## src/rtl/etot_pkg.sv

```systemverilog
// shared types and constants for the euler totient block
package etot_pkg;

    localparam int WIDTH = 32;
    localparam int CNT_W = $clog2(WIDTH);

    typedef logic [WIDTH-1:0] word_t;
    typedef logic [CNT_W-1:0] cnt_t;

    // request to the shared divider
    typedef struct packed {
        logic  start;
        word_t dividend;
        word_t divisor;
    } div_req_t;

    // status and answer from the shared divider
    typedef struct packed {
        logic  done;
        word_t quotient;
        word_t remainder;
    } div_rsp_t;

endpackage

```

## src/rtl/etot_div.sv

```systemverilog
// restoring divider, one quotient bit per cycle
module etot_div
    import etot_pkg::*;
(
    input  logic     clk,
    input  logic     rst_n,
    input  div_req_t req,
    output div_rsp_t rsp
);

    logic  busy_reg, busy_next;
    logic  done_reg, done_next;
    cnt_t  count_reg, count_next;
    word_t acc_reg, acc_next;
    word_t quo_reg, quo_next;
    word_t dsr_reg, dsr_next;

    logic [WIDTH:0] trial;
    logic [WIDTH:0] diff;

    always_comb
    begin
        trial = {acc_reg, quo_reg[WIDTH-1]};
        diff  = trial - {1'b0, dsr_reg};

        busy_next  = busy_reg;
        done_next  = 1'b0;
        count_next = count_reg;
        acc_next   = acc_reg;
        quo_next   = quo_reg;
        dsr_next   = dsr_reg;

        if (req.start)
        begin
            busy_next  = 1'b1;
            count_next = cnt_t'(WIDTH - 1);
            acc_next   = '0;
            quo_next   = req.dividend;
            dsr_next   = req.divisor;
        end
        else if (busy_reg)
        begin
            // shift in the next dividend bit, subtract where it fits
            if (!diff[WIDTH])
            begin
                acc_next = diff[WIDTH-1:0];
                quo_next = {quo_reg[WIDTH-2:0], 1'b1};
            end
            else
            begin
                acc_next = trial[WIDTH-1:0];
                quo_next = {quo_reg[WIDTH-2:0], 1'b0};
            end
            if (count_reg == '0)
            begin
                busy_next = 1'b0;
                done_next = 1'b1;
            end
            else
            begin
                count_next = count_reg - 1'b1;
            end
        end
    end

    always_ff @(posedge clk or negedge rst_n)
    begin
        if (!rst_n)
        begin
            busy_reg  <= 1'b0;
            done_reg  <= 1'b0;
            count_reg <= '0;
        end
        else
        begin
            busy_reg  <= busy_next;
            done_reg  <= done_next;
            count_reg <= count_next;
        end
    end

    always_ff @(posedge clk)
    begin
        acc_reg <= acc_next;
        quo_reg <= quo_next;
        dsr_reg <= dsr_next;
    end

    assign rsp.done      = done_reg;
    assign rsp.quotient  = quo_reg;
    assign rsp.remainder = acc_reg;

endmodule

```

## src/rtl/euler_totient.sv

```systemverilog
// euler totient by trial division over one shared iterative divider
//
// usage:
//   n_value arrives on a valid/ready request channel; one phi_value leaves
//   on a valid/ready channel for every request taken.
//   the block takes one request at a time: in_ready is high only while the
//   sequencer is idle, so a request waits until the previous one is worked out.
//   every step is a 32-bit division on the shared divider, one division per
//   trial divisor up to sqrt(n) plus a few per prime factor found; a prime
//   near 2^32 needs about 65536 divisions.
//   the result sits in an output register; the next request is taken while
//   it waits. a result that finds the output register still full waits in
//   the sequencer until the receiver takes the old one.
//   reset (rst_n low) empties the output register and returns the
//   sequencer to idle; no clearing pass is needed.
module euler_totient
    import etot_pkg::*;
(
    input  logic        clk,
    input  logic        rst_n,
    input  logic        in_valid,
    output logic        in_ready,
    input  logic [31:0] n_value,
    output logic        out_valid,
    input  logic        out_ready,
    output logic [31:0] phi_value
);

    typedef enum logic [2:0] {
        S_IDLE,
        S_TRIAL,
        S_RES,
        S_STRIP,
        S_LAST,
        S_FINISH
    } state_t;

    state_t   state_reg, state_next;
    word_t    rem_reg, rem_next;
    word_t    res_reg, res_next;
    word_t    d_reg, d_next;
    logic     out_valid_reg, out_valid_next;
    word_t    phi_reg, phi_next;
    div_req_t req_reg, req_next;
    div_rsp_t rsp;

    etot_div u_div (
        .clk   (clk),
        .rst_n (rst_n),
        .req   (req_reg),
        .rsp   (rsp)
    );

    always_comb
    begin
        state_next     = state_reg;
        rem_next       = rem_reg;
        res_next       = res_reg;
        d_next         = d_reg;
        out_valid_next = out_valid_reg;
        phi_next       = phi_reg;
        req_next       = req_reg;
        req_next.start = 1'b0;

        if (out_valid_reg && out_ready)
            out_valid_next = 1'b0;

        unique case (state_reg)
            S_IDLE:
            begin
                if (in_valid)
                begin
                    rem_next       = word_t'(n_value);
                    res_next       = word_t'(n_value);
                    d_next         = word_t'(2);
                    req_next.start    = 1'b1;
                    req_next.dividend = word_t'(n_value);
                    req_next.divisor  = word_t'(2);
                    state_next     = S_TRIAL;
                end
            end
            S_TRIAL:
            begin
                if (rsp.done)
                begin
                    if (d_reg > rsp.quotient)
                    begin
                        // d squared beyond remainder: what is left is prime or one
                        if (rem_reg > word_t'(1))
                        begin
                            req_next.start    = 1'b1;
                            req_next.dividend = res_reg;
                            req_next.divisor  = rem_reg;
                            state_next        = S_LAST;
                        end
                        else
                        begin
                            state_next = S_FINISH;
                        end
                    end
                    else if (rsp.remainder == '0)
                    begin
                        rem_next          = rsp.quotient;
                        req_next.start    = 1'b1;
                        req_next.dividend = res_reg;
                        req_next.divisor  = d_reg;
                        state_next        = S_RES;
                    end
                    else
                    begin
                        d_next            = d_reg + 1'b1;
                        req_next.start    = 1'b1;
                        req_next.dividend = rem_reg;
                        req_next.divisor  = d_reg + 1'b1;
                    end
                end
            end
            S_RES:
            begin
                if (rsp.done)
                begin
                    res_next          = res_reg - rsp.quotient;
                    req_next.start    = 1'b1;
                    req_next.dividend = rem_reg;
                    req_next.divisor  = d_reg;
                    state_next        = S_STRIP;
                end
            end
            S_STRIP:
            begin
                // divide the factor out completely
                if (rsp.done)
                begin
                    req_next.start    = 1'b1;
                    req_next.dividend = rem_reg;
                    if (rsp.remainder == '0)
                    begin
                        rem_next          = rsp.quotient;
                        req_next.dividend = rsp.quotient;
                        req_next.divisor  = d_reg;
                    end
                    else
                    begin
                        d_next           = d_reg + 1'b1;
                        req_next.divisor = d_reg + 1'b1;
                        state_next       = S_TRIAL;
                    end
                end
            end
            S_LAST:
            begin
                if (rsp.done)
                begin
                    res_next   = res_reg - rsp.quotient;
                    state_next = S_FINISH;
                end
            end
            S_FINISH:
            begin
                if (!out_valid_reg || out_ready)
                begin
                    out_valid_next = 1'b1;
                    phi_next       = res_reg;
                    state_next     = S_IDLE;
                end
            end
            default:
            begin
                state_next = S_IDLE;
            end
        endcase
    end

    always_ff @(posedge clk or negedge rst_n)
    begin
        if (!rst_n)
        begin
            state_reg     <= S_IDLE;
            out_valid_reg <= 1'b0;
            req_reg       <= '0;
        end
        else
        begin
            state_reg     <= state_next;
            out_valid_reg <= out_valid_next;
            req_reg       <= req_next;
        end
    end

    always_ff @(posedge clk)
    begin
        rem_reg          <= rem_next;
        res_reg          <= res_next;
        d_reg            <= d_next;
        phi_reg          <= phi_next;
    end

    assign in_ready  = (state_reg == S_IDLE);
    assign out_valid = out_valid_reg;
    assign phi_value = 32'(phi_reg);

endmodule
```

## config.mk

```make
export PLATFORM = sky130hd
export DESIGN_NAME = euler_totient
export DESIGN_NICKNAME = d
export VERILOG_FILES = /design/src/rtl/etot_pkg.sv /design/src/rtl/etot_div.sv /design/src/rtl/euler_totient.sv
export SDC_FILE = /design/constraint.sdc
export NUM_CORES = 1
export LEC_CHECK = 0
export BUFFER_PORTS_ARGS = -buffer_cell sky130_fd_sc_hd__buf_2
export CAP_MARGIN = 20
export CORE_MARGIN = 2
export CORE_UTILIZATION = 36
export CTS_CLUSTER_SIZE = 20
export DETAILED_ROUTE_END_ITERATION = 6
export PLACE_DENSITY = 0.62
export SLEW_MARGIN = 20
export SYNTH_ARGS = -nofsm -noshare
export SYNTH_HDL_FRONTEND = slang
export SYNTH_SLANG_ARGS = --single-unit
```

## constraint.sdc

```tcl
create_clock -name clk -period 12.2 [get_ports clk]
set_input_delay 2.44 -clock clk [delete_from_list [all_inputs] [get_ports clk]]
set_output_delay 2.44 -clock clk [all_outputs]
set_load 0.1 [all_outputs]
```

==> flow_metrics.py <==
metrics = {
    "clock_network": {
        "cts_buffer_depth": 3,
        "post_cts_buffers": 0,
        "clock_latency_ns": 0.53,
        "cts_hold_buf": 0,
        "numCtsBuffers": 35,
        "cts.sinks": 300,
        "path_clk_slew_ns": 0.06,
        "root_buffer": "clkbuf_16",
        "postCtsResizedCells": 0,
        "htreeDepth": 2,
        "cts_tree": "yes",
    },
    "detailed_routing": {
        "wl_um": 46000,
        "drt_pass1_iterations": 6,
        "drtIter0Drc": 1046,
        "num_vias": 14000,
        "ant_nets": 0,
        "avgRoutedWirePerCell_um": 18.3,
        "drc_errors": 0,
        "routed_via_density": 5.57,
    },
    "timing": {
        "maxSlewViolCount": 0,
        "fin_worst_skew_ns": 0.0172,
        "worst_hold_slack_ns": 0.456,
        "worst_slack_ns": 7.78,
        "fin_crit_sh": 0.362,
        "fin_crit_ns": 4.42,
        "finalSetupViolCount": 0,
        "fin_setup_tns_ns": 0,
        "hold_viol_final": 0,
        "fmax_ghz": 0.226,
        "worst_pin_slew_ns": 0.940,
        "rsz0062_at_grt": "no",
        "slew_headroom": 0.372,
    },
    "layout": {
        "finalInstanceArea_mm2": 0.0201,
        "n_antenna_cell": 0,
        "largest_reg_flops": 65,
        "final_util": 0.410,
        "drive_gt1_frac": 0.0998,
        "area_growth_pct": 12.2,
        "nNetsFinal": 1954,
    },
    "global_route": {
        "grt_max_degree": 85,
        "grt_pass1_wl_um": 74500,
        "grt_pass1_vias": 13800,
        "grtUsageTotal": 0.179,
        "antenna_found_initial": 0,
        "grt_overflow": 0,
    },
    "logic_synthesis": {
        "synth_area_leaders": "edfxtp_1 (32%), dfrtp_1 (11%), ha_1 (6.8%), dfxtp_1 (3.6%), nand2_1 (3.5%)",
        "ys_ff_latch": 300,
        "yosysTopAreaCell": "edfxtp_1",
        "synth_enable_flop_cells": 192,
        "syn_nets": 1922,
        "avgSynthCellArea_um2": 10.0,
        "synth.distinct_cells": 81,
        "ys_warn_count": 0,
        "synthArstFlopShare": 0.253,
        "synth_cells": 1786,
        "netlist_area_mm2": 0.0179,
        "synthFlopType": "edfxtp_1",
        "netlist.area_leader.share": 0.322,
        "yosysSeqAreaShare": 0.464,
    },
    "power_and_ir_drop": {
        "p_leak_nw": 8.90,
        "p_per_area_mw_per_mm2": 109,
        "ir_drop_mv": 0.0918,
    },
    "placed_design": {
        "io_buffers": 69,
        "dp_slack_ns": 7.38,
        "post_dp_cell_area_mm2": 0.0189,
        "place_congestion": 0.890,
        "hpwlAfterDp_um": 32400,
    },
    "flow_run": {
        "maxCapViolations": 0,
    },
    "worst_setup_path": {
        "critPathLaunchType": "flop",
        "crit_path_end_kind": "primary output",
        "criticalPathCategory": "flop to primary output",
        "rr_worst_depth": 11,
        "crit_fanout": 17,
        "crit_required_ns": 9.76,
        "cp.arrival_ns": 1.98,
    },
    "floorplan": {
        "ios": 70,
        "rows": 81,
        "fp.coreArea_mm2": 0.0491,
        "chipHeight_um": 227,
        "start_util": 0.365,
        "dieArea_mm2": 0.0516,
        "die_w_um": 227,
    },
    "min_path": {
        "whs_path_depth": 0,
        "holdCritPathClass": "flop to flop",
    },
    "outcome": {
        "outcome": "finished, final reports clean",
    },
}
[per-layer routing]
layer	up-vias	share of wire	global-route usage
met5	-	0	0
met4	0	0.020	0.0500
met1	6774	0.46	0.246
met2	382	0.47	0.301
met3	61	0.047	0.0195
li1	6749	-	-
[path summary, 6_finish.rpt]
check                                            start                           to  slack, ns
setup / recovery              state_reg[0]$_DFFE_PN0P_                     in_ready       7.78
hold / removal                 req_reg[29]$_DFFE_PN0P_  u_div.dsr_reg[29]$_DFFE_PP_       0.46
setup reg to reg           u_div.quo_reg[31]$_DFFE_PP_        rem_reg[29]$_DFFE_PP_       7.99
hold reg to reg                req_reg[29]$_DFFE_PN0P_  u_div.dsr_reg[29]$_DFFE_PP_       0.46
max in group asynchronous                        rst_n     u_div.busy_reg$_DFF_PN0_       9.27
min in group asynchronous                        rst_n      req_reg[40]$_DFFE_PN0P_       1.84
[logic make-up after synthesis]
logic type                 after synthesis  synth area share
AOI/OAI and AO/OA                      551             0.216
xor gates and xnor gates                81            0.0396
adders and majority gates              100            0.0707
buffers and inverters                  188            0.0442
DFF                                    300             0.464
muxes                                   33            0.0186
and+or+nand+nor                        533             0.147
[power by group]
| group | leakage [nW] | total, mW | switching (mW) | internal [mW] |
|---|---|---|---|---|
| clock network | 0.596 | 1.11 | 0.429 | 0.676 |
| logic | 5.23 | 0.0213 | 0.0148 | 0.00646 |
| registers | 3.08 | 1.07 | 0.0000000000000000112 | 1.07 |
[cell usage after synthesis, drive strengths merged (27+ instances only)]
master	count
a211oi	35
a21o	68
a21oi	102
a221o	68
a22o	46
and2	32
clkbuf	69
dfrtp	76
dfxtp	32
edfxtp	192
ha	98
inv	95
mux2i	31
nand2	168
nand3	27
nor2	130
nor3	33
o21ai	122
o31ai	27
xnor2	38
xor2	43
[layout by cell type (no fill, tap or decap), drive strengths merged, types with 46 or more instances in the layout]
master / n
a21o: 68
a21oi: 102
a221o: 68
a22o: 46
buf: 88
clkbuf: 49
dfrtp: 76
edfxtp: 192
ha: 98
inv: 96
nand2: 168
nor2: 130
o21ai: 122
[area by class of cell]
cell class / count / area (um2)
clock inverters: 13 / 171
inverters: 95 / 357
well taps: 664 / 831
multi-input cells: 1298 / 8880
fillers: 4811 / 29000
clock buffers: 49 / 1030
repair buffers: 88 / 510
flip-flops and latches: 300 / 8320
[worst max-delay path, cell delays in order (launching register included)]
cell	delay, ns
dfrtp_1	0.61
nor3_1	0.35
buf_2	0.49
[per-stage QoR]
step / power [mW] / std cells
after CTS: 2.22 / 2506
after detailed placement: 1.12 / 2444
after global routing: 2.26 / 2507
final: 2.20 / 2507
after global placement: 1.11 / 2444
after floorplan: 1.10 / 1786
Power figures use the tool's default switching activity.
